## config.mk

```make
export PLATFORM = sky130hd
export DESIGN_NAME = delayed_interval_event_emitter_top
export DESIGN_NICKNAME = d
export VERILOG_FILES = /design/src/hw/rtl/diee_pkg.sv /design/src/hw/rtl/diee_rem_unit.sv /design/src/hw/rtl/diee_datapath.sv /design/src/hw/rtl/diee_ctrl.sv /design/src/hw/rtl/delayed_interval_event_emitter_top.sv
export SDC_FILE = /design/constraint.sdc
export NUM_CORES = 2
export LEC_CHECK = 0
export BUFFER_PORTS_ARGS = -buffer_cell sky130_fd_sc_hd__buf_4
export CELL_PAD_IN_SITES_DETAIL_PLACEMENT = 1
export CELL_PAD_IN_SITES_GLOBAL_PLACEMENT = 2
export CORE_ASPECT_RATIO = 0.8
export CORE_UTILIZATION = 36
export CTS_CLUSTER_DIAMETER = 200
export CTS_CLUSTER_SIZE = 25
export DETAILED_ROUTE_END_ITERATION = 10
export PLACE_DENSITY_LB_ADDON = 0.12
export SLEW_MARGIN = 20
export SYNTH_ARGS = -nofsm -noshare
export SYNTH_HDL_FRONTEND = slang
export SYNTH_SLANG_ARGS = --single-unit
```

## constraint.sdc

```tcl
create_clock -name clock -period 4.75 [get_ports clock]
set_input_delay 0.7125 -clock clock [delete_from_list [all_inputs] [get_ports clock]]
set_output_delay 0.7125 -clock clock [all_outputs]
set_load 0.03 [all_outputs]
```

## src/hw/rtl/diee_pkg.sv

```systemverilog
// ----------------------------------------------------------------------------
// diee_pkg: shared definitions of the delayed interval event emitter
// Widths, register indexes and the command and status bundles that join
// the controller and the datapath.
// ----------------------------------------------------------------------------
package diee_pkg;

   // Default values of the top level parameters.
   localparam int MAX_EMITS_DEFAULT = 16;
   localparam int TIME_BITS_DEFAULT = 32;

   // Fixed widths of the port fields.
   localparam int DATA_BITS      = 32;
   localparam int COUNT_BITS     = 16;
   localparam int CSR_INDEX_BITS = 3;

   // Register indexes of the configuration port.
   localparam logic [CSR_INDEX_BITS-1:0] CSR_START_DELAY    = 3'd0;
   localparam logic [CSR_INDEX_BITS-1:0] CSR_LIFE_LIMIT     = 3'd1;
   localparam logic [CSR_INDEX_BITS-1:0] CSR_LIFE_UNLIMITED = 3'd2;
   localparam logic [CSR_INDEX_BITS-1:0] CSR_EMIT_TOTAL     = 3'd3;
   localparam logic [CSR_INDEX_BITS-1:0] CSR_EMIT_UNLIMITED = 3'd4;
   localparam logic [CSR_INDEX_BITS-1:0] CSR_EMIT_INTERVAL  = 3'd5;

   // Commands from the controller to the datapath.
   typedef struct packed {
      logic accept;     // latch the elapsed time of a new beat
      logic do_delay;   // count down the start delay, form the pass time
      logic do_life;    // advance the lifetime accumulator
      logic do_credit;  // compare pass time with the emit credit
      logic do_emit;    // load one emit event and advance the burst
      logic do_status;  // load the status-only result
      logic div_start;  // launch the remainder unit for the credit
      logic mod_fix;    // write the credit from the remainder unit
   } cmd_type;

   // Status from the datapath to the controller.
   typedef struct packed {
      logic active;     // delay is over for this beat
      logic emit_go;    // emission enabled and the credit is used up
      logic last;       // the event presented now ends the burst
      logic cap_div;    // burst ends on the per-beat cap with a nonzero interval
      logic out_free;   // result register can take a new beat
      logic div_done;   // remainder unit has its answer
   } sts_type;

endpackage

```

## src/hw/rtl/diee_rem_unit.sv

```systemverilog
// ----------------------------------------------------------------------------
// diee_rem_unit: iterative remainder unit
// Restoring division, one quotient bit per cycle. Gives the distance from
// the dividend to the next multiple of the divisor (divisor - remainder).
// ----------------------------------------------------------------------------
module diee_rem_unit #(
   parameter int TIME_BITS = diee_pkg::TIME_BITS_DEFAULT
) (
   input  logic                 clock,
   input  logic                 reset,
   input  logic                 start,
   input  logic [TIME_BITS-1:0] dividend,
   input  logic [TIME_BITS-1:0] divisor,
   output logic                 done,
   output logic [TIME_BITS-1:0] gap
);

   localparam int CW = $clog2(TIME_BITS + 1);

   logic                 busy_ff, busy_in;
   logic                 done_ff, done_in;
   logic [CW-1:0]        cnt_ff, cnt_in;
   logic [TIME_BITS-1:0] rem_ff, rem_in;
   logic [TIME_BITS-1:0] quo_ff, quo_in;
   logic [TIME_BITS-1:0] dvs_ff, dvs_in;

   logic [TIME_BITS:0]   trial;
   logic [TIME_BITS:0]   diff;

   assign trial = {rem_ff, quo_ff[TIME_BITS-1]};
   assign diff  = trial - {1'b0, dvs_ff};

   always_comb begin
      busy_in = busy_ff;
      done_in = 1'b0;
      cnt_in  = cnt_ff;
      rem_in  = rem_ff;
      quo_in  = quo_ff;
      dvs_in  = dvs_ff;
      if (start) begin
         busy_in = 1'b1;
         cnt_in  = CW'(TIME_BITS);
         rem_in  = '0;
         quo_in  = dividend;
         dvs_in  = divisor;
      end else if (busy_ff) begin
         // The partial remainder stays below the divisor, so the trial fits.
         if (trial >= {1'b0, dvs_ff}) begin
            rem_in = diff[TIME_BITS-1:0];
         end else begin
            rem_in = trial[TIME_BITS-1:0];
         end
         quo_in = {quo_ff[TIME_BITS-2:0], 1'b0};
         cnt_in = cnt_ff - CW'(1);
         if (cnt_ff == CW'(1)) begin
            busy_in = 1'b0;
            done_in = 1'b1;
         end
      end
   end

   always_ff @(posedge clock) begin
      if (reset) begin
         busy_ff <= 1'b0;
         done_ff <= 1'b0;
         cnt_ff  <= '0;
      end else begin
         busy_ff <= busy_in;
         done_ff <= done_in;
         cnt_ff  <= cnt_in;
      end
   end

   always_ff @(posedge clock) begin
      rem_ff <= rem_in;
      quo_ff <= quo_in;
      dvs_ff <= dvs_in;
   end

   assign done = done_ff;
   assign gap  = dvs_ff - rem_ff;

endmodule

```

## src/hw/rtl/diee_datapath.sv

```systemverilog
// ----------------------------------------------------------------------------
// diee_datapath: registers and arithmetic of the emitter
// Holds the configuration, the delay, lifetime, credit and count state,
// the per-beat work registers and the result register.
// ----------------------------------------------------------------------------
module diee_datapath #(
   parameter int MAX_EMITS = diee_pkg::MAX_EMITS_DEFAULT,
   parameter int TIME_BITS = diee_pkg::TIME_BITS_DEFAULT
) (
   input  logic                                clock,
   input  logic                                reset,
   input  diee_pkg::cmd_type                   cmd,
   output diee_pkg::sts_type                   sts,
   input  logic [diee_pkg::DATA_BITS-1:0]      req_elapsed,
   input  logic                                csr_valid,
   input  logic [diee_pkg::CSR_INDEX_BITS-1:0] csr_index,
   input  logic [diee_pkg::DATA_BITS-1:0]      csr_wdata,
   output logic                                rsp_valid,
   input  logic                                rsp_ready,
   output logic                                rsp_is_emit,
   output logic [diee_pkg::DATA_BITS-1:0]      rsp_over_time,
   output logic                                rsp_is_last,
   output logic                                rsp_finished
);

   localparam int W   = TIME_BITS;
   localparam int DB  = diee_pkg::DATA_BITS;
   localparam int CB  = diee_pkg::COUNT_BITS;
   localparam int EXT = (TIME_BITS > DB) ? TIME_BITS : DB;
   localparam int NW  = $clog2(MAX_EMITS + 1);

   // Clamp a field value to the largest time value.
   function automatic logic [W-1:0] sat_time(input logic [DB-1:0] v);
      logic [EXT-1:0] ext;
      logic [EXT-1:0] lim;
      ext = EXT'(v);
      lim = EXT'({W{1'b1}});
      if (ext > lim) begin
         sat_time = '1;
      end else begin
         sat_time = ext[W-1:0];
      end
   endfunction

   // Configuration.
   logic [W-1:0]  delay_cfg_ff, delay_cfg_in;
   logic [W-1:0]  limit_cfg_ff, limit_cfg_in;
   logic          life_unl_ff, life_unl_in;
   logic          emit_unl_ff, emit_unl_in;
   logic [W-1:0]  ival_cfg_ff, ival_cfg_in;

   // Emitter state.
   logic [W-1:0]  delay_el_ff, delay_el_in;
   logic [W-1:0]  life_el_ff, life_el_in;
   logic [W-1:0]  credit_ff, credit_in;
   logic [CB-1:0] count_ff, count_in;

   // Per-beat work registers.
   logic [W-1:0]  elapsed_ff, elapsed_in;
   logic [W-1:0]  pass_ff, pass_in;
   logic          active_ff, active_in;
   logic          fin_ff, fin_in;
   logic [W-1:0]  over_ff, over_in;
   logic [NW-1:0] n_ff, n_in;

   // Result register.
   logic          out_valid_ff, out_valid_in;
   logic          out_emit_ff, out_emit_in;
   logic [DB-1:0] out_over_ff, out_over_in;
   logic          out_last_ff, out_last_in;
   logic          out_fin_ff, out_fin_in;

   // Delay step.
   logic [W:0]    dsum, dsub;
   logic          below, dge;
   // Lifetime step.
   logic [W:0]    lsum;
   logic [W-1:0]  lsat;
   // Credit and burst step.
   logic          emit_en, pass_ge;
   logic          cnt_exh, over_lt, n_hit, last_now;
   logic [W-1:0]  over_sub, gap_sub;
   logic [EXT-1:0] over_ext;
   logic          rem_done;
   logic [W-1:0]  rem_gap;

   assign below = delay_el_ff < delay_cfg_ff;
   assign dsum  = {1'b0, delay_el_ff} + {1'b0, elapsed_ff};
   assign dge   = dsum >= {1'b0, delay_cfg_ff};
   assign dsub  = dsum - {1'b0, delay_cfg_ff};

   assign lsum = {1'b0, life_el_ff} + {1'b0, pass_ff};
   assign lsat = lsum[W] ? {W{1'b1}} : lsum[W-1:0];

   assign emit_en  = emit_unl_ff || (count_ff != '0);
   assign pass_ge  = pass_ff >= credit_ff;

   assign cnt_exh  = !emit_unl_ff && (count_ff == CB'(1));
   assign over_lt  = over_ff < ival_cfg_ff;
   assign n_hit    = (n_ff + NW'(1)) == NW'(MAX_EMITS);
   assign last_now = cnt_exh || over_lt || n_hit;
   assign over_sub = over_ff - ival_cfg_ff;
   assign gap_sub  = ival_cfg_ff - over_ff;
   assign over_ext = EXT'(over_ff);

   diee_rem_unit #(
      .TIME_BITS(TIME_BITS)
   ) u_rem (
      .clock    (clock),
      .reset    (reset),
      .start    (cmd.div_start),
      .dividend (over_sub),
      .divisor  (ival_cfg_ff),
      .done     (rem_done),
      .gap      (rem_gap)
   );

   always_comb begin
      sts.active   = active_ff;
      sts.emit_go  = emit_en && pass_ge;
      sts.last     = last_now;
      sts.cap_div  = !cnt_exh && !over_lt && (ival_cfg_ff != '0);
      sts.out_free = !out_valid_ff || rsp_ready;
      sts.div_done = rem_done;
   end

   always_comb begin
      delay_cfg_in = delay_cfg_ff;
      limit_cfg_in = limit_cfg_ff;
      life_unl_in  = life_unl_ff;
      emit_unl_in  = emit_unl_ff;
      ival_cfg_in  = ival_cfg_ff;
      delay_el_in  = delay_el_ff;
      life_el_in   = life_el_ff;
      credit_in    = credit_ff;
      count_in     = count_ff;
      elapsed_in   = elapsed_ff;
      pass_in      = pass_ff;
      active_in    = active_ff;
      fin_in       = fin_ff;
      over_in      = over_ff;
      n_in         = n_ff;
      out_emit_in  = out_emit_ff;
      out_over_in  = out_over_ff;
      out_last_in  = out_last_ff;
      out_fin_in   = out_fin_ff;
      out_valid_in = out_valid_ff && !rsp_ready;

      if (cmd.accept) begin
         elapsed_in = sat_time(req_elapsed);
      end

      if (cmd.do_delay) begin
         fin_in = 1'b0;
         if (below) begin
            active_in = dge;
            pass_in   = dsub[W-1:0];
            if (dge) begin
               delay_el_in = delay_cfg_ff;
            end else begin
               delay_el_in = dsum[W-1:0];
            end
         end else begin
            active_in = 1'b1;
            pass_in   = elapsed_ff;
         end
      end

      if (cmd.do_life) begin
         if (!life_unl_ff && (lsat > limit_cfg_ff)) begin
            life_el_in = limit_cfg_ff;
         end else begin
            life_el_in = lsat;
         end
      end

      if (cmd.do_credit) begin
         fin_in = !life_unl_ff && (life_el_ff >= limit_cfg_ff);
         over_in = pass_ff - credit_ff;
         n_in    = '0;
         if (emit_en && !pass_ge) begin
            credit_in = credit_ff - pass_ff;
         end
      end

      if (cmd.do_emit) begin
         out_valid_in = 1'b1;
         out_emit_in  = 1'b1;
         out_over_in  = over_ext[DB-1:0];
         out_last_in  = last_now;
         out_fin_in   = last_now && fin_ff;
         n_in         = n_ff + NW'(1);
         over_in      = over_sub;
         if (!emit_unl_ff) begin
            count_in = count_ff - CB'(1);
         end
         // Count exhaustion wins over the interval test, which wins over the cap.
         if (cnt_exh) begin
            credit_in = over_ff;
         end else if (over_lt) begin
            credit_in = gap_sub;
         end else if (n_hit) begin
            credit_in = '0;
         end
      end

      if (cmd.do_status) begin
         out_valid_in = 1'b1;
         out_emit_in  = 1'b0;
         out_over_in  = '0;
         out_last_in  = 1'b1;
         out_fin_in   = fin_ff;
      end

      if (cmd.mod_fix) begin
         credit_in = rem_gap;
      end

      if (csr_valid) begin
         unique case (csr_index)
            diee_pkg::CSR_START_DELAY:    delay_cfg_in = sat_time(csr_wdata);
            diee_pkg::CSR_LIFE_LIMIT:     limit_cfg_in = sat_time(csr_wdata);
            diee_pkg::CSR_LIFE_UNLIMITED: life_unl_in  = csr_wdata[0];
            diee_pkg::CSR_EMIT_TOTAL:     count_in     = csr_wdata[CB-1:0];
            diee_pkg::CSR_EMIT_UNLIMITED: emit_unl_in  = csr_wdata[0];
            diee_pkg::CSR_EMIT_INTERVAL:  ival_cfg_in  = sat_time(csr_wdata);
            default: begin
            end
         endcase
      end
   end

   always_ff @(posedge clock) begin
      if (reset) begin
         delay_cfg_ff <= '0;
         limit_cfg_ff <= '0;
         life_unl_ff  <= 1'b1;
         emit_unl_ff  <= 1'b0;
         ival_cfg_ff  <= '0;
         delay_el_ff  <= '0;
         life_el_ff   <= '0;
         credit_ff    <= '0;
         count_ff     <= '0;
         out_valid_ff <= 1'b0;
      end else begin
         delay_cfg_ff <= delay_cfg_in;
         limit_cfg_ff <= limit_cfg_in;
         life_unl_ff  <= life_unl_in;
         emit_unl_ff  <= emit_unl_in;
         ival_cfg_ff  <= ival_cfg_in;
         delay_el_ff  <= delay_el_in;
         life_el_ff   <= life_el_in;
         credit_ff    <= credit_in;
         count_ff     <= count_in;
         out_valid_ff <= out_valid_in;
      end
   end

   always_ff @(posedge clock) begin
      elapsed_ff  <= elapsed_in;
      pass_ff     <= pass_in;
      active_ff   <= active_in;
      fin_ff      <= fin_in;
      over_ff     <= over_in;
      n_ff        <= n_in;
      out_emit_ff <= out_emit_in;
      out_over_ff <= out_over_in;
      out_last_ff <= out_last_in;
      out_fin_ff  <= out_fin_in;
   end

   assign rsp_valid     = out_valid_ff;
   assign rsp_is_emit   = out_emit_ff;
   assign rsp_over_time = out_over_ff;
   assign rsp_is_last   = out_last_ff;
   assign rsp_finished  = out_fin_ff;

endmodule

```

## src/hw/rtl/diee_ctrl.sv

```systemverilog
// ----------------------------------------------------------------------------
// diee_ctrl: sequencer of the emitter
// Walks each beat through delay and, when active, lifetime and credit
// steps, then the burst or status; a capped burst waits on the remainder unit.
// ----------------------------------------------------------------------------
module diee_ctrl (
   input  logic              clock,
   input  logic              reset,
   input  logic              req_valid,
   output logic              req_ready,
   output diee_pkg::cmd_type cmd,
   input  diee_pkg::sts_type sts
);

   typedef enum logic [6:0] {
      ST_IDLE   = 7'b0000001,
      ST_DELAY  = 7'b0000010,
      ST_LIFE   = 7'b0000100,
      ST_CREDIT = 7'b0001000,
      ST_EMIT   = 7'b0010000,
      ST_STATUS = 7'b0100000,
      ST_DIV    = 7'b1000000
   } state_type;

   state_type state_ff, state_in;

   always_comb begin
      state_in = state_ff;
      cmd      = '0;
      unique case (state_ff)
         ST_IDLE: begin
            cmd.accept = req_valid;
            if (req_valid) begin
               state_in = ST_DELAY;
            end
         end
         ST_DELAY: begin
            cmd.do_delay = 1'b1;
            state_in     = ST_LIFE;
         end
         ST_LIFE: begin
            if (sts.active) begin
               cmd.do_life = 1'b1;
               state_in    = ST_CREDIT;
            end else begin
               state_in = ST_STATUS;
            end
         end
         ST_CREDIT: begin
            cmd.do_credit = 1'b1;
            state_in      = sts.emit_go ? ST_EMIT : ST_STATUS;
         end
         ST_EMIT: begin
            if (sts.out_free) begin
               cmd.do_emit = 1'b1;
               if (sts.last) begin
                  if (sts.cap_div) begin
                     cmd.div_start = 1'b1;
                     state_in      = ST_DIV;
                  end else begin
                     state_in = ST_IDLE;
                  end
               end
            end
         end
         ST_STATUS: begin
            if (sts.out_free) begin
               cmd.do_status = 1'b1;
               state_in      = ST_IDLE;
            end
         end
         ST_DIV: begin
            if (sts.div_done) begin
               cmd.mod_fix = 1'b1;
               state_in    = ST_IDLE;
            end
         end
         default: begin
            state_in = ST_IDLE;
         end
      endcase
   end

   always_ff @(posedge clock) begin
      if (reset) begin
         state_ff <= ST_IDLE;
      end else begin
         state_ff <= state_in;
      end
   end

   assign req_ready = (state_ff == ST_IDLE);

endmodule

```

## src/hw/rtl/delayed_interval_event_emitter_top.sv

```systemverilog
// ----------------------------------------------------------------------------
// delayed_interval_event_emitter_top: timed emitter with start delay
// Counts down a start delay, runs a lifetime and gives emit events at a
// fixed interval, several per update, each with its overrun time.
// ----------------------------------------------------------------------------
// Each request beat carries the ticks elapsed since the previous update and
// is answered by one or more response beats: a burst of emit events, or a
// single status-only beat, the final one marked is_last and carrying the
// finished flag. A beat is taken when the block is idle. The accept, delay
// countdown and, once the delay is over, the lifetime update and credit
// compare run in turn as states of the sequencer, before the state that
// loads the first response. Each response beat is loaded as soon as the
// result register is free, so a stalled consumer holds the burst back.
// When a burst is cut off by the MAX_EMITS cap with a nonzero interval,
// the credit to the next interval boundary comes from a bit-serial
// remainder unit, which must finish before the next request is taken;
// that unit sets the worst case. Responses sit in an output register, so
// the block carries on with its work while the last beat waits to be
// taken. The configuration port always accepts a write; writing
// emit_total also reloads the remaining event count. Time values are
// clamped to TIME_BITS bits.
// ----------------------------------------------------------------------------
module delayed_interval_event_emitter_top #(
   parameter int MAX_EMITS = diee_pkg::MAX_EMITS_DEFAULT,
   parameter int TIME_BITS = diee_pkg::TIME_BITS_DEFAULT
) (
   input  logic                                clock,
   input  logic                                reset,
   // Request channel: one update per beat.
   input  logic                                req_valid,
   output logic                                req_ready,
   input  logic [diee_pkg::DATA_BITS-1:0]      req_elapsed,
   // Response channel: events and status.
   output logic                                rsp_valid,
   input  logic                                rsp_ready,
   output logic                                rsp_is_emit,
   output logic [diee_pkg::DATA_BITS-1:0]      rsp_over_time,
   output logic                                rsp_is_last,
   output logic                                rsp_finished,
   // Configuration write channel.
   input  logic                                csr_valid,
   output logic                                csr_ready,
   input  logic [diee_pkg::CSR_INDEX_BITS-1:0] csr_index,
   input  logic [diee_pkg::DATA_BITS-1:0]      csr_wdata
);

   diee_pkg::cmd_type cmd;
   diee_pkg::sts_type sts;

   // Register writes complete in the cycle they are offered.
   assign csr_ready = 1'b1;

   diee_ctrl u_ctrl (
      .clock     (clock),
      .reset     (reset),
      .req_valid (req_valid),
      .req_ready (req_ready),
      .cmd       (cmd),
      .sts       (sts)
   );

   diee_datapath #(
      .MAX_EMITS(MAX_EMITS),
      .TIME_BITS(TIME_BITS)
   ) u_datapath (
      .clock         (clock),
      .reset         (reset),
      .cmd           (cmd),
      .sts           (sts),
      .req_elapsed   (req_elapsed),
      .csr_valid     (csr_valid),
      .csr_index     (csr_index),
      .csr_wdata     (csr_wdata),
      .rsp_valid     (rsp_valid),
      .rsp_ready     (rsp_ready),
      .rsp_is_emit   (rsp_is_emit),
      .rsp_over_time (rsp_over_time),
      .rsp_is_last   (rsp_is_last),
      .rsp_finished  (rsp_finished)
   );

`ifndef ASSERT_OFF
   // Only one update is in work at a time.
   a_one_in_flight: assert property (@(posedge clock) disable iff (reset)
      (req_valid && req_ready) |=> !req_ready)
      else $error("request taken while an update is in work");

   // A new response never overwrites one that is still waiting.
   a_no_overwrite: assert property (@(posedge clock) disable iff (reset)
      (cmd.do_emit || cmd.do_status) |-> sts.out_free)
      else $error("response register overwritten");

   // The remainder unit is launched only with the final event of a burst.
   a_div_with_last: assert property (@(posedge clock) disable iff (reset)
      cmd.div_start |-> (cmd.do_emit && sts.last))
      else $error("remainder unit started outside the end of a burst");

   // Only emit events precede the final beat, and they never carry finished.
   a_mid_burst: assert property (@(posedge clock) disable iff (reset)
      (rsp_valid && !rsp_is_last) |-> (rsp_is_emit && !rsp_finished))
      else $error("malformed response ahead of the final beat");
`endif

endmodule

```

* After elaboration in Yosys (flattened, before gate mapping)
Cells that the tools add are included.
Operators by class: $add $sub $neg 12, magnitude comparators 9, equality and inequality tests 20, multiplexer cells 58, bitwise operators 1, reduce and logical (&&, ||, !) cells 36
Operators by type and width (count):
- 32-bit 2-to-1 mux | 17
- 32-bit subtractor | 7
- 32-bit by 32-bit adder with 33-bit output | 2
- 33-bit by 32-bit greater-or-equal comparator with 1-bit output | 2
- 32-bit greater-or-equal comparator | 2
- 32-bit > comparator, second input constant | 2
- 32-bit < comparator | 2
- 16-bit 2-to-1 mux | 4
- 7-bit case mux with 7 select lines | 1
- 7-bit 2-to-1 mux | 6
- 32-bit > comparator | 1
- 32-bit nonzero test | 1
- 1-bit 2-to-1 mux | 24
- 6-bit 2-to-1 mux | 4
- 16-bit by 1-bit equality test with 1-bit output, second input constant | 1
- 16-bit nonzero test | 1
- 16-bit by 1-bit subtractor with 16-bit output, second input constant | 1
- 2-bit AND reduction | 6
- 5-bit 2-to-1 mux | 2
- 1-bit logical AND | 9
- 2-bit nonzero test | 4
- 7-bit by 1-bit equality test with 1-bit output, second input constant | 1
- 7-bit by 2-bit equality test with 1-bit output, second input constant | 1
- 7-bit by 3-bit equality test with 1-bit output, second input constant | 1
- other kinds (20) | 34
Storage, ports and cells: bits in registers 460, bits of input ports 72, output and inout bits 38, logic and storage cells 164

* Depth between registers and ports, before layout
depth after elaboration 10, mapped depth 26, mapped depth without buffers 23

* Cells and area by module
A second synthesis with hierarchy kept.
Second synthesis, totals: cells, all modules 4494, area total of the unflattened synthesis 36760.3 sq um
Modules (own cells, without submodules):
- diee_datapath | times used 1, cells an instance 3605, area each 28532.4 sq um, sequential area each 8027.7 sq um
- diee_rem_unit | times used 1, cells an instance 822, area each 7702.4 sq um, sequential area each 2722.6 sq um
- diee_ctrl | times used 1, cells an instance 65, area each 514.2 sq um, sequential area each 140.1 sq um
- delayed_interval_event_emitter_top | times used 1, cells an instance 2, area each 11.3 sq um, sequential area each 0.0 sq um

* Worst setup path before layout
OpenSTA, ideal clock, no wires.
path kind register to register, from register u_datapath.pass_ff[0], to register u_datapath.life_el_ff[31], library setup time 0.117 ns, data arrival time 5.106 ns, required time 4.633 ns, slack -0.474 ns, cell stages (with the launch flop) 26, buffers on the path 4, clock period less this slack 5.224 ns, path through edfxtp_1 ha_1 fa_1 a21o_1 a21oi_1 o21a_1 nor4_1 nor3_1 a2111o_1 a31o_2 buf_2 buf_2 nand2_1 ha_1 a21o_1 a21oi_1 nor2b_1 o21ai_0 nand2b_1 a21oi_1 o221ai_1 o21ai_1 clkbuf_1 buf_1 nand3_1 a32o_1
Between the ends: word-level cells in the longest chain between the ends 5
RTL lines:
- start: declaration | RTL line diee_datapath.sv:60 | logic [W-1:0] pass_ff, pass_in;
- start signal: assignment | RTL line diee_datapath.sv:261 | pass_ff <= pass_in;
- 32-bit by 32-bit adder with 33-bit output * | RTL line diee_datapath.sv:92 | assign lsum = {1'b0, life_el_ff} + {1'b0, pass_ff};
- 32-bit 2-to-1 mux * | RTL line diee_datapath.sv:93 | assign lsat = lsum[W] ? {W{1'b1}} : lsum[W-1:0];
- 32-bit > comparator | RTL line diee_datapath.sv:170 | if (!life_unl_ff && (lsat > limit_cfg_ff)) begin
- 1-bit logical AND | RTL line diee_datapath.sv:170
- 32-bit 2-to-1 mux * | RTL line diee_datapath.sv:170
- end signal: assignment | RTL line diee_datapath.sv:252 | life_el_ff <= life_el_in;
- end: declaration | RTL line diee_datapath.sv:54 | logic [W-1:0] life_el_ff, life_el_in;
Mark *: on every way between the ends. The rest lies on a longest branch, timed or not. A chain may end at the register's enable or synchronous reset.

* Worst setup path after layout
from register u_datapath.elapsed_ff[0], to register u_datapath.delay_el_ff[26]
Between the ends: word-level cells in the longest chain between the ends 3
RTL lines:
- start: declaration | RTL line diee_datapath.sv:59 | logic [W-1:0] elapsed_ff, elapsed_in;
- start signal: assignment | RTL line diee_datapath.sv:260 | elapsed_ff <= elapsed_in;
- 32-bit by 32-bit adder with 33-bit output * | RTL line diee_datapath.sv:88 | assign dsum = {1'b0, delay_el_ff} + {1'b0, elapsed_ff};
- 33-bit by 32-bit greater-or-equal comparator with 1-bit output | RTL line diee_datapath.sv:89 | assign dge = dsum >= {1'b0, delay_cfg_ff};
- 32-bit 2-to-1 mux * | RTL line diee_datapath.sv:158 | if (dge) begin
- end signal: assignment | RTL line diee_datapath.sv:251 | delay_el_ff <= delay_el_in;
- end: declaration | RTL line diee_datapath.sv:53 | logic [W-1:0] delay_el_ff, delay_el_in;
Marked as above.

==> summary.md <==
| Metric | Value |
|---|---|
| Final setup fails | `67` |
| Pwr Density | `255.2 nW/um^2` |
| Site Rows | `a little over 100` |
| CP Launch Type | `flip-flop` |
| Worst Setup End Kind | `flip-flop` |
| Hold Buf Count CTS | `0` |
| Max_slew headroom | `40.58%` |
| Post-DP HPWL | `105.9 mm` |
| Clock Skew | `between 0.03 and 0.04 ns` |
| FMAX | `199.9 MHz` |
| Core ar. | `between 90000 and 100000 sq um` |
| Number of global-route vias before repair | `between 30000 and 40000` |
| Yosys Warn Count | `0` |
| Largest net degree at the start of global routing | `85` |
| Post-synthesis net count | `4778` |
| CTS tree | `built` |
| Hold EP | `u_datapath.elapsed_ff[18]` |
| Wl on met1 | `approximately 66 mm` |
| Synth Cell Area | `35540 sq um` |
| Slew Limit Fails | `0` |
| Layout net count | `approximately 5000` |
| Post-Route Utilization | `43.41%` |
| WL per Instance | `~23 um` |
| Final Instance Count excl. Fillers | `between 5000 and 6000` |
| Root buf cell | `clkbuf_16` |
| LEAKAGE | `approximately 0.018 uW` |
| Sequential area share after synthesis | `a little under a third` |
| Final setup TNS | `-11.92 ns` |
| EDFF count, synth | `between 150 and 200` |
| Worst path slowest cell | `o41a_1` |
| H-tree depth | `1` |
| Post-synthesis cell count | `4311` |
| Pre-CTS setup slack | `-0.4798 ns` |
| Full die area | `around 100000 sq um` |
| Cells along the critical path | `ha_2 -> inv_2 -> fa_2 -> nor2b_4 -> o2111ai_4 -> a31oi_4 -> buf_6 -> o41a_1 -> o41ai_4 -> o21ai_2 -> or2_4 -> o31ai_4 -> xnor2_2 -> ha_1 -> nand3_2 -> nor3_2 -> nand2_1 -> o21ai_1 -> a21oi_2 -> nand3_4 -> buf_8 -> buf_16 -> mux2i_1 -> o2bb2ai_1` |
| Placed Instances | `between 5000 and 6000` |
| CP delay by family, top | `compound AO/OA/AOI/OAI gates` |
| Register-to-Register Path Depth | `24` |
| Part of the cycle the worst path needs | `105.3%` |
| DR iter-0 viols | `2024` |
| Worst skew pair latency | `0.62 ns` |
| RSZ-0062 raised after global routing | `yes` |
| Post-synth cell types | `104` |
| Post-synthesis register bit count | `460` |
| Fraction of layout cells with a size suffix above 1 | `between 10% and 20%` |
| Failing checks | `setup timing` |
| Critical-path maximum fanout | `7` |
| Sequential Power Share | `41.3%` |
| Final Hold Fails | `0` |
| Die height | `283.0 um` |
| Status | `finished, violations left` |
| HP Start | `req_elapsed[18]` |
| Switch Pwr | `about 3800 uW` |
| Clock power share | `22.5%` |
| Crit-path max cell delay | `0.50 ns` |
| Initial antenna violation count | `2` |
| Area of the multi-input gates | `~23000 sq um` |
| CP bufs+invs | `4` |
| Routed wl met2 | `between 60 and 70 mm` |
| CP Data Required Time | `approximately 5.2 ns` |
| Global-route wire length before repair | `approximately 210 mm` |
| CTS Buf Count | `22` |
| Port bufs | `~110` |
| Min cycle time layout | `about 5 ns` |
| Worst setup margin | `-0.2532 ns` |
| Reg-to-reg endpoint | `u_datapath.delay_el_ff[26]` |
| Total Wirelength | `135.4 mm` |
| Die X | `roughly 350 um` |
| Worst vdd ir | `0.2142 mV` |
| Vias per cell | `between 5 and 6` |
| Critical path class | `reg -> reg` |
| Met3 routed WL | `~5.4 mm` |
| Pint | `about 7000 uW` |
| Sw frac | `a little over a third` |
| Antenna-violating nets left | `0` |
| Least-Margin Pin Slew | `around 0.89 ns` |
| Starting Density | `between 30 and 40%` |
| # IOs | `110` |
| Comb power frac | `36.1%` |
| FFs w/ async S/R, synth | `0%` |
| Gr usage total | `between 20% and 30%` |
| Clock slew at reported path FFs | `around 0.12 ns` |
| Worst Path Arrival | `between 5 and 6 ns` |
| Tightest Hold Check Type | `in -> reg` |
| Max Buffers Root-to-Sink | `3` |
| TritonRoute pass-1 iters | `5` |
| DRC | `0` |
| Sequential cell area | `10890 sq um` |
| Clk sinks | `460` |
| Vias | `between 30000 and 40000` |
| GPL Wtd Cong | `0.9205` |
| GR Overflow Total | `0` |
| Layout fillers | `between 10000 and 15000` |
| Syn-to-layout area delta | `18.78%` |
| FF-to-FF Start | `u_datapath.elapsed_ff[0]` |
| WHS Path Cells | `1` |
| Main synth FF type | `dfxtp_1` |
| Register-to-register setup slack | `-0.25 ns` |
| Max Used Layer | `met5` |
| Max_cap viols | `0` |
| Mean Syn Cell Area | `between 8 and 9 sq um` |
## logic make-up (layout without fill, tap and decap cells)
kind of cell	Yosys count	after routing	synth area share, %
mux	85	85	2.510
buf+inv	536	899	5.936
compound gates	1369	1369	24.73
flops	460	460	30.64
fa+ha+maj	395	395	14.10
simple gates	1203	1203	15.61
other cells	1	2	0.01055
xor+xnor	262	262	6.457
## registers in the layout (all words and copies together) (netlist names), 16 cells and up
signal                    cells
u_datapath.rsp_over_time     32
u_datapath.life_el_ff        32
u_datapath.delay_cfg_ff      32
u_datapath.elapsed_ff        32
u_datapath.over_ext          32
u_datapath.delay_el_ff       32
u_datapath.u_rem.quo_ff      32
u_datapath.ival_cfg_ff       32
u_datapath.credit_ff         32
u_datapath.count_ff          16
u_datapath.u_rem.dvs_ff      32
u_datapath.limit_cfg_ff      32
u_datapath.u_rem.rem_ff      32
u_datapath.pass_ff           32
## layout by cell type (no fill, tap or decap), types with 12 or more instances in the layout
cell type,n
nor2b_1,38
a21o_1,198
a211o_1,17
o21ai_1,64
buf_4,490
mux2i_1,50
nand2_1,513
o21bai_1,29
clkbuf_1,16
buf_12,17
edfxtp_1,168
a21oi_2,29
nor4_1,21
o22ai_1,12
xor2_1,89
and3_1,24
o2bb2ai_1,33
a21oi_1,399
inv_1,327
xnor2_1,163
ha_1,369
a211oi_1,67
a221oi_1,40
nand4_1,41
dfxtp_1,291
nor3_1,41
nand2b_1,61
or3_1,25
a31oi_1,41
buf_6,17
o21a_1,67
clkbuf_16,23
o21ai_0,203
nand3_1,60
nor2_1,258
mux2_2,27
and2_1,12
o211ai_1,29
## worst max-delay path by stage
stage / start / end / slack, ns / cells past startpoint
finish: u_datapath.elapsed_ff[0] / u_datapath.delay_el_ff[26] / -0.25 / 24
CTS: u_datapath.pass_ff[12] / u_datapath.life_el_ff[29] / -0.38 / 24
global route: u_datapath.pass_ff[15] / u_datapath.life_el_ff[24] / -0.50 / 25
floorplan: u_datapath.pass_ff[0] / u_datapath.life_el_ff[31] / -0.001 / 25
detailed placement: u_datapath.elapsed_ff[1] / u_datapath.delay_el_ff[29] / -0.48 / 23
global placement: u_datapath.elapsed_ff[0] / u_datapath.pass_ff[31] / -0.36 / 24
## per-stage QoR
stage	area [sq um]	hold slack, ns	power, uW
global placement	40140	0.4383	8020
detailed placement	40150	0.4479	8055
floorplan	35570	0.4450	6687
CTS	41570	0.2197	10710
global route	42210	0.2219	11330
finish	42210	0.2552	10770
## Yosys cell counts, types with 16 or more instances
| cell | count | area [sq um] |
|---|---|---|
| a211o_1 | 17 | 148.9 |
| a211oi_1 | 71 | 533.0 |
| a21o_1 | 198 | 1486 |
| a21oi_1 | 425 | 2127 |
| a221oi_1 | 41 | 359.1 |
| a31oi_1 | 46 | 287.8 |
| and2_1 | 16 | 100.1 |
| and3_1 | 28 | 175.2 |
| buf_2 | 24 | 120.1 |
| clkbuf_1 | 158 | 593.1 |
| dfxtp_1 | 292 | 5846 |
| edfxtp_1 | 168 | 5045 |
| ha_1 | 386 | 4830 |
| inv_1 | 329 | 1235 |
| mux2_2 | 33 | 371.6 |
| mux2i_1 | 52 | 520.5 |
| nand2_1 | 521 | 1956 |
| nand2b_1 | 62 | 387.9 |
| nand3_1 | 68 | 340.3 |
| nand4_1 | 41 | 256.5 |
| nor2_1 | 264 | 991.0 |
| nor2b_1 | 39 | 244.0 |
| nor3_1 | 46 | 230.2 |
| nor4_1 | 23 | 143.9 |
| o211ai_1 | 29 | 217.7 |
| o21a_1 | 68 | 510.5 |
| o21ai_0 | 234 | 1171 |
| o21ai_1 | 45 | 225.2 |
| o21bai_1 | 30 | 225.2 |
| o2bb2ai_1 | 33 | 289.0 |
| or3_1 | 28 | 175.2 |
| xnor2_1 | 170 | 1489 |
| xor2_1 | 92 | 805.8 |
## per-layer routing
metal / GRT usage, % / up-vias
li1: - / 16030
met1: 37.52 / 16040
met2: 42.50 / 585
met3: 2.686 / 131
met4: 6.374 / 2
met5: 0 / -
## power groups by stage
stage                     registers [uW]  logic (uW)  clock network, uW
after floorplan                     4480        2210                  0
after global placement              4540        3480                  0
after detailed placement            4540        3520                  0
after CTS                           4450        3730               2530
after global routing                4470        4230               2630
final                               4450        3890               2430
## worst reg2reg max path: cells and delay by family (launching register included)
family / cells / cell delay (ns)
compound gates: 9 / 1.99
mux: 1 / 0.19
flops: 1 / 0.43
simple gates: 6 / 0.83
fa+ha+maj: 3 / 0.81
buf+inv: 4 / 0.52
xor+xnor: 1 / 0.13
## layout make-up
class	instances	area share, %
Tap cell	1300	3.853
Sequential cell	460	25.80
Timing Repair Buffer	528	10.20
Antenna cell	1	0.005928
Clock inverter	1	0.03853
Clock buffer	39	1.506
Inverter	331	2.955
Multi-Input combinational cell	3315	55.64
## what timing repair did
item / CTS / global route
cloned: 4 / 0
setup buffers: 36 / 23
endpoints found under the setup margin: 76 / 77
gates resized for setup: 104 / 116
pin swaps: 60 / 92
endpoints found under the hold margin: 0 / 0
No activity file was read; power rests on OpenSTA's default activity.
